### config.mk
export PLATFORM = sky130hd
export DESIGN_NAME = byterun1_row_decoder
export DESIGN_NICKNAME = d
export VERILOG_FILES = /design/src/rtl/core/brd_pkg.sv /design/src/rtl/core/brd_cfg.sv /design/src/rtl/core/brd_core.sv /design/src/rtl/core/brd_out_reg.sv /design/src/rtl/core/byterun1_row_decoder.sv
export SDC_FILE = /design/constraint.sdc
export NUM_CORES = 1
export LEC_CHECK = 0
export BUFFER_PORTS_ARGS = -buffer_cell sky130_fd_sc_hd__buf_2
export CAP_MARGIN = 10
export CORE_AREA = 3 3 91 93
export CTS_CLUSTER_SIZE = 16
export DETAILED_ROUTE_END_ITERATION = 7
export DIE_AREA = 0 0 94 96
export PLACE_DENSITY = 0.9
export RECOVER_POWER = 100
export SETUP_SLACK_MARGIN = 0.15
export SYNTH_ARGS = -nofsm -noshare
export SYNTH_HDL_FRONTEND = slang
export SYNTH_SLANG_ARGS = --single-unit
### constraint.sdc
create_clock -name i_clk -period 4.45 [get_ports i_clk]
set_input_delay 0.6675 -clock i_clk [delete_from_list [all_inputs] [get_ports i_clk]]
set_output_delay 0.6675 -clock i_clk [all_outputs]
set_load 0.01 [all_outputs]
### src/rtl/core/brd_pkg.sv
// ----------------------------------------------------------------------------
// brd_pkg
// Shared types and constants of the ByteRun1 row decoder.
// ----------------------------------------------------------------------------
package brd_pkg;

    localparam int MAX_ROW_BYTES_DEF = 1024;
    localparam int MAX_PLANES        = 9;

    localparam int BYTE_W      = 8;
    localparam int COUNT_W     = 8;
    localparam int ROW_CFG_W   = 11;
    localparam int PLANE_W     = 4;
    localparam int CFG_IDX_W   = 2;
    localparam int CFG_DATA_W  = 11;

    localparam int RESET_ROW_BYTES = 2;
    localparam logic       RESET_MODE   = 1'b1;
    localparam logic [3:0] RESET_PLANES = 4'd1;

    localparam logic [7:0] NOP_HEADER = 8'd128;

    typedef enum logic [CFG_IDX_W-1:0] {
        CFG_MODE        = 2'd0,
        CFG_ROW_BYTES   = 2'd1,
        CFG_PLANE_COUNT = 2'd2
    } t_cfg_idx;

    // Control group from the register file to the decode stage
    typedef struct packed {
        logic               mode;     // 1: ByteRun1, 0: pass-through
        logic [PLANE_W-1:0] planes;   // effective plane count, 1..9
        logic               restart;  // one-cycle pulse after a register write
    } t_ctl;

    typedef struct packed {
        logic [BYTE_W-1:0]  value;
        logic [COUNT_W-1:0] repeat_count;
        logic [PLANE_W-1:0] plane_index;
        logic               end_of_row;
        logic               end_of_line;
        logic               error;
    } t_result;

endpackage

### src/rtl/core/brd_cfg.sv
// ----------------------------------------------------------------------------
// brd_cfg
// Configuration registers, effective row length and plane count.
// ----------------------------------------------------------------------------
module brd_cfg
    import brd_pkg::*;
#(
    parameter int MAX_ROW_BYTES = MAX_ROW_BYTES_DEF
) (
    input  logic                  i_clk,
    input  logic                  i_rst_n,
    input  logic                  i_cfg_we,
    input  logic [CFG_IDX_W-1:0]  i_cfg_index,
    input  logic [CFG_DATA_W-1:0] i_cfg_data,
    output t_ctl                  o_ctl,
    output logic [$clog2(MAX_ROW_BYTES+1)-1:0] o_eff_row
);

    localparam int RL_W = $clog2(MAX_ROW_BYTES + 1);

    logic                 r_mode;
    logic [ROW_CFG_W-1:0] r_row_bytes;
    logic [PLANE_W-1:0]   r_planes;
    logic                 r_restart;
    logic [PLANE_W-1:0]   w_eff_planes;

    always_ff @(posedge i_clk) begin
        if (!i_rst_n) begin
            r_mode      <= RESET_MODE;
            r_row_bytes <= ROW_CFG_W'(RESET_ROW_BYTES);
            r_planes    <= RESET_PLANES;
            r_restart   <= 1'b0;
        end else begin
            r_restart <= 1'b0;
            if (i_cfg_we) begin
                case (i_cfg_index)
                    CFG_MODE: begin
                        r_mode    <= i_cfg_data[0];
                        r_restart <= 1'b1;
                    end
                    CFG_ROW_BYTES: begin
                        r_row_bytes <= i_cfg_data[ROW_CFG_W-1:0];
                        r_restart   <= 1'b1;
                    end
                    CFG_PLANE_COUNT: begin
                        r_planes  <= i_cfg_data[PLANE_W-1:0];
                        r_restart <= 1'b1;
                    end
                    default: begin
                        r_restart <= 1'b0;
                    end
                endcase
            end
        end
    end

    // Clamp row length to 1..MAX_ROW_BYTES
    always_comb begin
        if (r_row_bytes == '0) begin
            o_eff_row = RL_W'(1);
        end else if (32'(r_row_bytes) > 32'(MAX_ROW_BYTES)) begin
            o_eff_row = RL_W'(MAX_ROW_BYTES);
        end else begin
            o_eff_row = RL_W'(r_row_bytes);
        end
    end

    // Clamp plane count to 1..9
    always_comb begin
        if (r_planes == '0) begin
            w_eff_planes = PLANE_W'(1);
        end else if (32'(r_planes) > 32'(MAX_PLANES)) begin
            w_eff_planes = PLANE_W'(MAX_PLANES);
        end else begin
            w_eff_planes = r_planes;
        end
    end

    assign o_ctl.mode    = r_mode;
    assign o_ctl.planes  = w_eff_planes;
    assign o_ctl.restart = r_restart;

endmodule

### src/rtl/core/brd_core.sv
// ----------------------------------------------------------------------------
// brd_core
// Input register and one-step ByteRun1 decode with row and plane counters.
// ----------------------------------------------------------------------------
module brd_core
    import brd_pkg::*;
#(
    parameter int MAX_ROW_BYTES = MAX_ROW_BYTES_DEF
) (
    input  logic                  i_clk,
    input  logic                  i_rst_n,
    input  t_ctl                  i_ctl,
    input  logic [$clog2(MAX_ROW_BYTES+1)-1:0] i_eff_row,
    input  logic                  i_in_valid,
    output logic                  o_in_stall,
    input  logic [BYTE_W-1:0]     i_byte_in,
    input  logic                  i_adv,
    output logic                  o_res_valid,
    output t_result               o_res
);

    localparam int RL_W = $clog2(MAX_ROW_BYTES + 1);

    typedef enum logic [1:0] {
        PH_HEADER  = 2'd0,
        PH_LITERAL = 2'd1,
        PH_REPEAT  = 2'd2
    } t_phase;

    logic               r_in_valid;
    logic [BYTE_W-1:0]  r_in_byte;
    t_phase             r_phase,     n_phase;
    logic [COUNT_W-1:0] r_pending,   n_pending;
    logic [RL_W-1:0]    r_row_left,  n_row_left;
    logic [PLANE_W-1:0] r_plane,     n_plane;
    logic               r_stopped,   n_stopped;

    logic               w_fire;
    logic               w_emit;
    logic               w_err;
    logic [COUNT_W-1:0] w_emit_n;
    logic [COUNT_W-1:0] w_hdr_len;
    logic [PLANE_W-1:0] w_plane_inc;

    assign w_fire     = r_in_valid && i_adv;
    assign o_in_stall = r_in_valid && !i_adv;

    // Run length of a header byte: h+1 for literals, 257-h for repeats
    assign w_hdr_len = r_in_byte[7] ? COUNT_W'(9'd257 - {1'b0, r_in_byte})
                                    : r_in_byte + COUNT_W'(1);
    assign w_plane_inc = r_plane + PLANE_W'(1);

    always_comb begin
        n_phase    = r_phase;
        n_pending  = r_pending;
        n_row_left = r_row_left;
        n_plane    = r_plane;
        n_stopped  = r_stopped;
        w_emit     = 1'b0;
        w_err      = 1'b0;
        w_emit_n   = COUNT_W'(1);

        if (!r_stopped) begin
            if (!i_ctl.mode) begin
                w_emit = 1'b1;
            end else begin
                case (r_phase)
                    PH_LITERAL: begin
                        w_emit = 1'b1;
                        if (r_pending > COUNT_W'(1)) begin
                            n_pending = r_pending - COUNT_W'(1);
                        end else begin
                            n_pending = '0;
                            n_phase   = PH_HEADER;
                        end
                    end
                    PH_REPEAT: begin
                        w_emit    = 1'b1;
                        w_emit_n  = r_pending;
                        n_pending = '0;
                        n_phase   = PH_HEADER;
                    end
                    PH_HEADER: begin
                        if (r_in_byte != NOP_HEADER) begin
                            if (32'(w_hdr_len) > 32'(r_row_left)) begin
                                w_err     = 1'b1;
                                n_stopped = 1'b1;
                            end else begin
                                n_pending = w_hdr_len;
                                n_phase   = r_in_byte[7] ? PH_REPEAT : PH_LITERAL;
                            end
                        end
                    end
                    default: begin
                        n_phase = PH_HEADER;
                    end
                endcase
            end
        end

        o_res              = '0;
        o_res.plane_index  = r_plane;
        o_res.error        = w_err;
        if (w_emit) begin
            o_res.value        = r_in_byte;
            o_res.repeat_count = w_emit_n;
            // Close the row when this transaction covers what is left of it
            if (32'(w_emit_n) >= 32'(r_row_left)) begin
                n_row_left       = i_eff_row;
                o_res.end_of_row = 1'b1;
                if (w_plane_inc >= i_ctl.planes) begin
                    n_plane           = '0;
                    o_res.end_of_line = 1'b1;
                end else begin
                    n_plane = w_plane_inc;
                end
            end else begin
                n_row_left = RL_W'(32'(r_row_left) - 32'(w_emit_n));
            end
        end
    end

    assign o_res_valid = w_fire && (w_emit || w_err);

    always_ff @(posedge i_clk) begin
        if (!i_rst_n) begin
            r_in_valid <= 1'b0;
            r_phase    <= PH_HEADER;
            r_pending  <= '0;
            r_row_left <= RL_W'(RESET_ROW_BYTES);
            r_plane    <= '0;
            r_stopped  <= 1'b0;
        end else begin
            if (i_in_valid && !o_in_stall) begin
                r_in_valid <= 1'b1;
            end else if (w_fire) begin
                r_in_valid <= 1'b0;
            end
            if (i_ctl.restart) begin
                r_phase    <= PH_HEADER;
                r_pending  <= '0;
                r_row_left <= i_eff_row;
                r_plane    <= '0;
            end else if (w_fire) begin
                r_phase    <= n_phase;
                r_pending  <= n_pending;
                r_row_left <= n_row_left;
                r_plane    <= n_plane;
                r_stopped  <= n_stopped;
            end
        end
    end

    always_ff @(posedge i_clk) begin
        if (i_in_valid && !o_in_stall) begin
            r_in_byte <= i_byte_in;
        end
    end

endmodule

### src/rtl/core/brd_out_reg.sv
// ----------------------------------------------------------------------------
// brd_out_reg
// Result register: holds a decoded transaction until the sink takes it.
// ----------------------------------------------------------------------------
module brd_out_reg
    import brd_pkg::*;
(
    input  logic    i_clk,
    input  logic    i_rst_n,
    input  logic    i_load,
    input  t_result i_data,
    output logic    o_ready,
    output logic    o_valid,
    input  logic    i_stall,
    output t_result o_data
);

    logic    r_valid;
    t_result r_data;

    // Free when empty or when the held transaction leaves this cycle
    assign o_ready = !r_valid || !i_stall;

    always_ff @(posedge i_clk) begin
        if (!i_rst_n) begin
            r_valid <= 1'b0;
        end else if (o_ready) begin
            r_valid <= i_load;
        end
    end

    always_ff @(posedge i_clk) begin
        if (o_ready && i_load) begin
            r_data <= i_data;
        end
    end

    assign o_valid = r_valid;
    assign o_data  = r_data;

endmodule

### src/rtl/core/byterun1_row_decoder.sv
// The rate is set by the single decode step between the input and result registers:
// a byte is registered, decoded, its result registered. Throughput: one input byte
// per cycle unless stalled; stopped bytes and non-overrun headers give no result.
// Reset (synchronous, active low): ByteRun1 mode, row length 2, one plane,
// header expected, counters cleared, decoding not stopped. No clearing pass.
// ----------------------------------------------------------------------------
// byterun1_row_decoder
// ByteRun1 (PackBits) decoder producing plane-row value/count transactions.
// ----------------------------------------------------------------------------
module byterun1_row_decoder
    import brd_pkg::*;
#(
    parameter int MAX_ROW_BYTES = MAX_ROW_BYTES_DEF
) (
    input  logic                  i_clk,
    input  logic                  i_rst_n,
    input  logic                  i_cfg_we,
    input  logic [CFG_IDX_W-1:0]  i_cfg_index,
    input  logic [CFG_DATA_W-1:0] i_cfg_data,
    input  logic                  i_in_valid,
    output logic                  o_in_stall,
    input  logic [BYTE_W-1:0]     i_byte_in,
    output logic                  o_out_valid,
    input  logic                  i_out_stall,
    output logic [BYTE_W-1:0]     o_value,
    output logic [COUNT_W-1:0]    o_repeat_count,
    output logic [PLANE_W-1:0]    o_plane_index,
    output logic                  o_end_of_row,
    output logic                  o_end_of_line,
    output logic                  o_error
);

    localparam int RL_W = $clog2(MAX_ROW_BYTES + 1);

    t_ctl            w_ctl;
    logic [RL_W-1:0] w_eff_row;
    logic            w_adv;
    logic            w_res_valid;
    t_result         w_res;
    t_result         w_out;

    brd_cfg #(
        .MAX_ROW_BYTES(MAX_ROW_BYTES)
    ) u_cfg (
        .i_clk      (i_clk),
        .i_rst_n    (i_rst_n),
        .i_cfg_we   (i_cfg_we),
        .i_cfg_index(i_cfg_index),
        .i_cfg_data (i_cfg_data),
        .o_ctl      (w_ctl),
        .o_eff_row  (w_eff_row)
    );

    brd_core #(
        .MAX_ROW_BYTES(MAX_ROW_BYTES)
    ) u_core (
        .i_clk      (i_clk),
        .i_rst_n    (i_rst_n),
        .i_ctl      (w_ctl),
        .i_eff_row  (w_eff_row),
        .i_in_valid (i_in_valid),
        .o_in_stall (o_in_stall),
        .i_byte_in  (i_byte_in),
        .i_adv      (w_adv),
        .o_res_valid(w_res_valid),
        .o_res      (w_res)
    );

    brd_out_reg u_out (
        .i_clk  (i_clk),
        .i_rst_n(i_rst_n),
        .i_load (w_res_valid),
        .i_data (w_res),
        .o_ready(w_adv),
        .o_valid(o_out_valid),
        .i_stall(i_out_stall),
        .o_data (w_out)
    );

    assign o_value        = w_out.value;
    assign o_repeat_count = w_out.repeat_count;
    assign o_plane_index  = w_out.plane_index;
    assign o_end_of_row   = w_out.end_of_row;
    assign o_end_of_line  = w_out.end_of_line;
    assign o_error        = w_out.error;

`ifndef SYNTH
    a_err_clean: assert property (@(posedge i_clk) disable iff (!i_rst_n)
        o_out_valid && o_error |->
            o_repeat_count == '0 && !o_end_of_row && !o_end_of_line)
        else $error("error transaction carries data or row marks");

    a_eol_eor: assert property (@(posedge i_clk) disable iff (!i_rst_n)
        o_out_valid && o_end_of_line |-> o_end_of_row)
        else $error("line end without row end");

    a_data_count: assert property (@(posedge i_clk) disable iff (!i_rst_n)
        o_out_valid && !o_error |->
            o_repeat_count != '0 && o_repeat_count <= COUNT_W'(128)
            && o_plane_index < PLANE_W'(MAX_PLANES))
        else $error("data transaction count or plane out of range");
`endif

endmodule

==> qor.yml, run 1 <==
grt:
  gr-usage-met3_pct: 4.14
  use_met2_pct: 43.2
  grt_pass1_vias: 3620
  grt_pass1_wl_um: 17700
  grt_max_degree: 20
  overflow: 0
  grt_use_total_pct: 25.0
  top_usage_layer: "met2"
  antenna_found_initial: 0
  grt_use_met1_pct: 31.7
sta:
  fin_tns_setup_ns: 0
  relSlewSlack_pct: 26.4
  tightest_slew_ns: 1.09
  setup_viol: 0
  max_freq_mhz: 254
  drv_slew: 0
  rsz0062_at_grt: "no"
  finClkSkew_ns: 0.0144
  hold_viol_final: 0
  post-route-period-util_pct: 88.6
  min_period_ns: 3.94
logic_synthesis:
  synth_area_leaders: "edfxtp_1 21%, dfxtp_1 20%, ha_1 8.7%, nor2_1 4.1%, mux2i_1 3.8%"
  yosys_warnings: 0
  synth_ff_type: "dfxtp_1"
  synth-compound-area-share_pct: 17.1
  synth-adder-area-share_pct: 9.15
  synth_nets: 533
  postSynth.asyncResetShare_pct: 0
  synth_top_family_by_area: "simple AND/OR/NAND/NOR gates"
  ys_seq_area_share_pct: 41.1
  synth_top_area_share_pct: 20.9
  yosysUniqueCellTypes: 66
  synth_xor_area_share_pct: 2.55
  yosysMostFrequentCell: "nor2_1"
  avgSynthCellArea_um2: 9.39
  ys_ff_latch: 76
  synthSimpleGateAreaFrac_pct: 22.0
  synth.area.mux_share_pct: 4.07
  synth_common_cells: "49 x nor2_1, 45 x dfxtp_1, 33 x a21oi_1"
  synth_edf_count: 31
  netlist_area_um2: 4460
  synthCells: 475
  synth_top_area_cell: "edfxtp_1"
job:
  drv_cap: 0
critical_path:
  cp_top_family: "compound AO/OA/AOI/OAI gates"
  crit_arrival_ns: 4.03
  crit_slowest_cell: "o41ai_1"
  startpoint_type: "register"
  slowest_delay_ns: 0.87
  crit_fanout: 17
  cp_cell_sequence: "inv_1 > ha_1 > inv_1 > o21ai_0 > a21oi_1 > xor2_1 > ha_1 > o21ai_0 > nor2_1 > o41ai_1 > nor3_1 > nor2_1 > nor2_2 > buf_4"
  cp-end-kind: "register"
  cp.buffers_inverters: 3
  required_ns: 4.54
  critical_path_class: "reg -> reg"
drt:
  wirelength_um: 10700
  drtIter0Drc: 322
  viasPerCell: 6.05
  postRouteAntennaNets: 0
  first_pass_iters: 5
  via_count: 3782
  drc: 0
  wire_per_inst_um: 17.0
floorplan:
  start_util_pct: 58.6
  io_pins: 51
  core_um2: 7610
  die_w_um: 94
  rows: 32
  dieArea_um2: 9020
  die_h_um: 96
placed_design:
  gp_congestion: 0.931
  detailed_place_hpwl_um: 8060
  portBuffers: 50
power:
  ir_drop_mv: 0.295
  power_leakage_uw: 0.00195
  power_density_nw_per_um2: 376
  total_power_uw: 1830
final_layout:
  multi_input_area_um2: 2390
  nets: 576
  regArea_um2: 1830
  antennaDiodeCount: 0
  drive_gt1_share_pct: 10.1
  area_growth_syn_to_layout_pct: 8.95
  fill_cells: 624
  final_core_util_pct: 63.8
cts:
  cts_max_path_buffers: 2
  cts_root_buf: "clkbuf_8"
  post_cts_buffers: 0
  clkSinkCount: 76
  htree_levels: 3
  post_cts_resize_count: 0
  cts_tree: "yes"
  hold_buffers: 0
  clk_latency_ns: 0.36
  numCtsBuffers: 9
  clk_pin_slew_worst_paths_ns: 0.08
status:
  status: "completed"
min_path:
  hold_path_class: "in -> reg"
-- layout make-up --
cell class	count	area share, %
clock buffer	12	3.22
multi-input combinational	353	49.3
sequential	76	37.7
clock inverter	4	0.464
timing repair buffer	51	4.59
tap	102	2.63
inverter	27	2.09
-- state kept, by name, indices dropped and copies added (netlist names) --
name	count
u_core.r_phase	2
u_core.r_in_byte	8
u_core.r_row_left	11
u_cfg.r_restart	1
u_cfg.r_row_bytes	11
u_core.r_pending	8
u_out.o_valid	1
u_out.o_data	23
u_core.r_plane	4
u_cfg.r_planes	4
u_core.r_stopped	1
u_cfg.r_mode	1
u_core.r_in_valid	1
-- power breakdown --
group          switching (uW)  internal, uW
Sequential               49.5           786
Combinational             317           182
Clock                     255           236
Total                     622          1200
-- metal layers --
| layer | vias up | share of wire (%) |
|---|---|---|
| li1 | 1834 | - |
| met1 | 1774 | 44 |
| met2 | 155 | 49 |
| met3 | 19 | 6.0 |
| met4 | 0 | 1.8 |
| met5 | - | 0 |
-- path summary, 6_finish.rpt --
| check | startpoint | slack [ns] | to | cells past startpoint |
|---|---|---|---|---|
| worst max register to register | u_core.r_in_byte[2]$_DFFE_PP_ | 0.51 | u_out.o_data[7]$_SDFFCE_PN0P_ | 14 |
| worst max-delay path | u_core.r_in_byte[2]$_DFFE_PP_ | 0.51 | u_out.o_data[7]$_SDFFCE_PN0P_ | 14 |
| worst min-delay path | i_byte_in[0] | 0.49 | u_core.r_in_byte[0]$_DFFE_PP_ | 1 |
| worst min register to register | u_out.o_valid$_SDFFE_PN0P_ | 0.49 | u_out.o_valid$_SDFFE_PN0P_ | 2 |
-- placed cells by master, fill, tap and decap left out, types with 3 or more instances in the layout --
master     n
buf_2     22
mux2i_1   17
o21ai_0   25
nand3b_1   3
xor2_1     7
ha_1      31
a311oi_1   3
a211oi_1   8
nand4b_1   5
and2_0     6
clkbuf_8   9
nand3_1   14
nand2_1   30
nor3b_1    7
o31ai_1    6
nor4_1     4
edfxtp_1  31
inv_1     26
nor2_1    50
or3_1      4
nand2b_1   8
xnor2_1    6
nor3_1    15
a21oi_1   34
o211ai_1   3
dfxtp_1   45
clkbuf_1  30
nand4_1    7
and3_1    10
nor2b_1    5
a31oi_1    5
-- per-stage QoR --
step	hold WS (ns)	cells	area (um^2)	setup slack, ns
after floorplan	0.436	475	4460	0.915
after global placement	0.461	609	4770	0.815
after detailed placement	0.468	609	4770	0.866
after CTS	0.480	625	4950	0.783
after global routing	0.484	625	4860	0.253
final	0.487	625	4860	0.507
-- cells by family after synthesis --
logic type               Yosys count
flip-flops                        76
XOR/XNOR                          13
AND/OR/NAND/NOR                  182
adder cells (fa/ha/maj)           32
buffers and inverters             46
AO/OA/AOI/OAI                    108
multiplexers                      18
No activity file was read; power rests on OpenSTA's default activity.
==> run 2: changes to the inputs <==
ABC_AREA = 1   (was default)
PLACE_DENSITY = 0.89   (was 0.9)
==> qor.yml, run 2 <==
logic_synthesis:
  yosys_warnings: 0
  yosysMostFrequentCell: "nand2_1"
  synth_top_area_share_pct: 21.0
  ys_ff_latch: 76
  synth_nets: 646
  netlist_area_um2: 4430
  postSynth.asyncResetShare_pct: 0
  synthCells: 588
  synth_common_cells: "131 x nand2_1, 82 x inv_1, 77 x nor2_1"
  yosysUniqueCellTypes: 39
  synth_area_leaders: "edfxtp_1 21%, dfxtp_1 20%, nand2_1 11%, ha_1 8.8%, inv_1 7.0%"
  synth_top_area_cell: "edfxtp_1"
  ys_seq_area_share_pct: 41.4
  synth_ff_type: "dfxtp_1"
  synth_edf_count: 31
  avgSynthCellArea_um2: 7.53
cts:
  htree_levels: 3
  cts_root_buf: "clkbuf_8"
  clk_latency_ns: 0.36
  numCtsBuffers: 9
  cts_max_path_buffers: 2
  post_cts_resize_count: 0
  clk_pin_slew_worst_paths_ns: 0.09
  clkSinkCount: 76
  cts_tree: "yes"
  post_cts_buffers: 0
  hold_buffers: 0
critical_path:
  startpoint: "u_core.r_phase[0]$_SDFFE_PP0P_"
  r2r_slack_ns: 0.96
  cp_top_family: "simple AND/OR/NAND/NOR gates"
  cp-end-kind: "register"
  endpoint: "u_core.r_row_left[0]$_SDFFE_PN0P_"
  r2r_cells: 15
  cp_num_cells: 15
  required_ns: 4.70
  crit_fanout: 18
  cp_common_cell: "inv_1"
  critical_path_class: "reg -> reg"
  r2r-start: "u_core.r_phase[0]$_SDFFE_PP0P_"
  crit_slowest_cell: "o21ai_0"
  crit_arrival_ns: 3.73
  cp_cell_sequence: "inv_1 > ha_1 > inv_1 > nor3_1 > inv_1 > ha_1 > nand2_1 > o21ai_0 > nand3_2 > nand3_1 > nand3_4 > nand2_1 > nand2_1 > o21ai_0 > inv_1"
  startpoint_type: "register"
  cp.buffers_inverters: 4
  r2r-end: "u_core.r_row_left[0]$_SDFFE_PN0P_"
  slowest_delay_ns: 0.52
power:
  ir_drop_mv: 0.250
  power_leakage_uw: 0.00225
  power_density_nw_per_um2: 389
sta:
  fin_tns_setup_ns: 0
  drv_slew: 0
  setup_viol: 0
  tightest_slew_ns: 0.857
  post-route-period-util_pct: 78.3
  max_freq_mhz: 287
  finClkSkew_ns: 0.0131
  hold_viol_final: 0
  min_period_ns: 3.49
  rsz0062_at_grt: "no"
  relSlewSlack_pct: 42.8
floorplan:
  die_w_um: 94
  dieArea_um2: 9020
  io_pins: 51
  start_util_pct: 58.2
  core_um2: 7610
  die_h_um: 96
  rows: 32
placed_design:
  detailed_place_hpwl_um: 7540
  gp_congestion: 1.00
  portBuffers: 50
drt:
  via_count: 4045
  wire_per_inst_um: 13.3
  wirelength_um: 9910
  viasPerCell: 5.42
  first_pass_iters: 5
  postRouteAntennaNets: 0
  drc: 0
  drtIter0Drc: 259
grt:
  antenna_found_initial: 0
  grt_pass1_wl_um: 16700
  overflow: 0
  grt_pass1_vias: 3767
  grt_max_degree: 24
  grt_use_total_pct: 23.4
final_layout:
  final_cell_mix: "132 x nand2_1, 83 x inv_1, 77 x nor2_1"
  final_core_util_pct: 64.6
  drive_gt1_share_pct: 7.45
  area_growth_syn_to_layout_pct: 11.0
  final_common_cell: "nand2_1"
  fill_cells: 655
  antennaDiodeCount: 0
  nets: 697
  largest_register_ffs: 23
status:
  status: "completed"
min_path:
  hold_path_class: "reg -> reg"
job:
  drv_cap: 0
## run 2: area by class of cell
| cell class | count | area [um^2] | area share, % |
|---|---|---|---|
| multi-input cells | 414 | 2200 | 44.7 |
| clock buffers | 11 | 174 | 3.54 |
| inverters | 88 | 330 | 6.72 |
| flip-flops and latches | 76 | 1830 | 37.3 |
| well taps | 102 | 128 | 2.60 |
| repair buffers | 50 | 214 | 4.35 |
| clock inverters | 5 | 38.8 | 0.789 |
## run 2: metrics by stage
| step | total power, uW | worst slack (ns) | hold WS (ns) | instances | cell area (um^2) |
|---|---|---|---|---|---|
| final | 1910 | 0.965 | 0.474 | 746 | 4910 |
| after global placement | 1360 | 1.24 | 0.445 | 730 | 4750 |
| after detailed placement | 1380 | 1.07 | 0.455 | 730 | 4750 |
| after global routing | 2030 | 0.638 | 0.465 | 746 | 4910 |
| after floorplan | 1250 | 1.53 | 0.430 | 588 | 4430 |
| after CTS | 1920 | 1.06 | 0.467 | 746 | 4960 |
## run 2: worst min-delay path by stage
stage | from | to | slack [ns] | cells after the start
floorplan | u_cfg.r_planes[0]$_SDFFE_PN1P_ | u_cfg.r_planes[0]$_SDFFE_PN1P_ | 0.43 | 2
global placement | u_cfg.r_planes[0]$_SDFFE_PN1P_ | u_cfg.r_planes[0]$_SDFFE_PN1P_ | 0.44 | 2
detailed placement | u_core.r_pending[1]$_SDFFE_PP0P_ | u_core.r_pending[1]$_SDFFE_PP0P_ | 0.46 | 2
CTS | u_core.r_pending[1]$_SDFFE_PP0P_ | u_core.r_pending[1]$_SDFFE_PP0P_ | 0.47 | 2
global route | i_byte_in[1] | u_core.r_in_byte[1]$_DFFE_PP_ | 0.47 | 1
finish | u_core.r_pending[1]$_SDFFE_PP0P_ | u_core.r_pending[1]$_SDFFE_PP0P_ | 0.47 | 2
## run 2: power breakdown
group | internal, uW | switching, uW | total [uW]
sequential | 787 | 37.2 | 824
clock | 273 | 271 | 544
combinational | 183 | 358 | 541
total | 1240 | 666 | 1910
## run 2: tightest hold or removal path: stages, from the launching register on
cell and delay [ns]:
dfxtp_1 0.32, nand2_1 0.06, a21oi_1 0.06
## run 2: layer usage
| layer | vias to the layer above | global-route usage (%) | wire length, um |
|---|---|---|---|
| met5 | - | 0 | 0 |
| met4 | 0 | 10.1 | 310 |
| met3 | 29 | 6.72 | 698 |
| met2 | 162 | 39.0 | 4740 |
| met1 | 1840 | 28.4 | 4160 |
| li1 | 2014 | - | - |
## run 2: kinds of logic (layout without fill, tap and decap cells)
family / count (synthesis) / in the layout / synth area share [%]
buffers and inverters: 98 / 154 / 8.67
AOI/OAI and AO/OA: 96 / 96 / 11.5
adders and majority gates: 33 / 33 / 9.44
and+or+nand+nor: 269 / 269 / 25.8
DFF: 76 / 76 / 41.4
xor gates and xnor gates: 16 / 16 / 3.16
==> run 3: changes to the inputs <==
CORE_AREA = 3 3 96 98   (was 3 3 91 93)
DIE_AREA = 0 0 99 101   (was 0 0 94 96)
PLACE_DENSITY = 0.85   (was 0.89)
clock period = 3 ns   (was 4.45 ns; I/O delays follow)
==> qor.yml, run 3 (synthesized netlist as in run 2, its figures left out) <==
critical_path:
  required_ns: 3.07
  crit_fanout: 6
  cp.buffers_inverters: 5
  slowest_delay_ns: 0.41
  cp-end-kind: "register"
  crit_arrival_ns: 3.06
  startpoint_type: "register"
  critical_path_class: "reg -> reg"
  cp_cell_sequence: "buf_6 > ha_2 > nand4_1 > nand2_1 > xor2_2 > inv_1 > ha_1 > nand2_2 > nor2_2 > buf_4 > a21oi_4 > nand4_1 > nand2_1 > nand2_2 > clkinvlp_4 > clkbuf_16"
  crit_slowest_cell: "edfxtp_1"
  cp_top_family: "simple AND/OR/NAND/NOR gates"
grt:
  grt_pass1_wl_um: 17000
  use_met2_pct: 33.1
  grt_pass1_vias: 3616
  overflow: 0
  grt_use_met1_pct: 28.4
  gr-usage-met3_pct: 4.91
  grt_use_total_pct: 21.1
  top_usage_layer: "met2"
  grt_max_degree: 24
  antenna_found_initial: 0
drt:
  wirelength_um: 10800
  drc: 0
  wire_per_inst_um: 13.9
  first_pass_iters: 5
  drtIter0Drc: 306
  postRouteAntennaNets: 0
  viasPerCell: 5.34
  via_count: 4143
floorplan:
  start_util_pct: 51.8
  dieArea_um2: 10000
  die_w_um: 99
  rows: 34
  io_pins: 51
  core_um2: 8550
  die_h_um: 101
final_layout:
  finalInstanceArea_um2: 5260
  nets: 721
  antennaDiodeCount: 0
  area_growth_syn_to_layout_pct: 18.7
  final_core_util_pct: 61.5
  largest_register_ffs: 23
  drive_gt1_share_pct: 15.3
  final_cell_mix: "125 x nand2_1, 77 x inv_1, 76 x nor2_1"
  instances_no_fill: 776
  final_common_cell: "nand2_1"
placed_design:
  gp_congestion: 0.989
  dpl.cell_count: 743
  portBuffers: 50
  placed_area_um2: 4830
  detailed_place_hpwl_um: 7740
sta:
  tightest_slew_ns: 0.605
  max_freq_mhz: 334
  finClkSkew_ns: 0.0131
  setup_viol: 0
  post-route-period-util_pct: 99.8
  relSlewSlack_pct: 59.4
  min_period_ns: 2.99
  fin_hold_ws_ns: 0.279
  drv_slew: 0
  hold_viol_final: 0
  rsz0062_at_grt: "yes"
cts:
  clk_latency_ns: 0.35
  clkSinkCount: 76
  cts_root_buf: "clkbuf_8"
  numCtsBuffers: 9
  cts_tree: "yes"
  cts_max_path_buffers: 2
  htree_levels: 3
  clk_pin_slew_worst_paths_ns: 0.08
  hold_buffers: 0
power:
  power_leakage_uw: 0.00237
  power_frac_clock_pct: 25.0
  p_sw_share_pct: 35.7
  cell_internal_pwr_uw: 1840
  power_density_nw_per_um2: 544
  p_comb_share_pct: 32.2
  ir_drop_mv: 0.209
  p_switching_uw: 1020
  seq_power_share_pct: 42.8
  total_power_uw: 2860
status:
  status: "completed"
min_path:
  hold_path_class: "in -> reg"
job:
  drv_cap: 0
-- run 3: changes by cell type in the layout (fill, tap and decap cells not counted), sizes merged --
cell	delta
buf	+23
clkbuf	+1
clkinv	-3
clkinvlp	+3
-- run 3: worst register-to-register path, stage by stage (launching register included) --
cell and delay [ns]:
edfxtp_1 0.41, buf_6 0.12, ha_2 0.16, nand4_1 0.14
nand2_1 0.15, xor2_2 0.22, inv_1 0.09, ha_1 0.29
nand2_2 0.09, nor2_2 0.05, buf_4 0.13, a21oi_4 0.16
nand4_1 0.15, nand2_1 0.12, nand2_2 0.08, clkinvlp_4 0.17
clkbuf_16 0.18
-- run 3: power groups by stage --
| stage | clock (uW) | combinational [uW] | sequential (uW) |
|---|---|---|---|
| global route | 779 | 1040 | 1230 |
| finish | 714 | 921 | 1220 |
| detailed placement | 0 | 828 | 1240 |
| CTS | 732 | 838 | 1220 |
| global placement | 0 | 811 | 1240 |
| floorplan | 0 | 612 | 1250 |
-- run 3: final cells by class --
| cell class | instances | area, um^2 |
|---|---|---|
| repair buffers | 74 | 454 |
| well taps | 108 | 135 |
| clock inverters | 5 | 35.0 |
| fillers | 714 | 3290 |
| multi-input cells | 414 | 2320 |
| clock buffers | 11 | 141 |
| inverters | 88 | 334 |
| flip-flops and latches | 76 | 1830 |
-- run 3: per-layer routing --
layer  share of wire, %  up-vias
li1                   -     2071
met2                 47      163
met5                  0        -
met3                6.7       21
met1                 44     1888
met4                2.2        0
-- run 3: final timing paths --
kind                                       start                             end  slack, ns  cells after the start
hold / removal                      i_byte_in[7]   u_core.r_in_byte[7]$_DFFE_PP_       0.28                      1
setup reg to reg   u_core.r_in_byte[2]$_DFFE_PP_  u_out.o_data[21]$_SDFFCE_PN0P_      0.006                     16
hold reg to reg   u_cfg.r_planes[0]$_SDFFE_PN1P_  u_cfg.r_planes[0]$_SDFFE_PN1P_       0.47                      2
setup / recovery   u_core.r_in_byte[2]$_DFFE_PP_  u_out.o_data[21]$_SDFFCE_PN0P_      0.006                     16
-- run 3: through the flow --
stage	worst slack [ns]	TNS, ns
after global routing	-0.147	-2.96
after global placement	0.238	0
after CTS	0.151	0
final	0.00648	0
after detailed placement	0.0628	0
after floorplan	0.250	0
-- run 3: timing repair --
item	4_1_cts	5_1_grt
pin swaps	0	15
cloned	0	3
endpoints found under the setup margin	23	47
resized for setup	2	31
buffers inserted	2	12
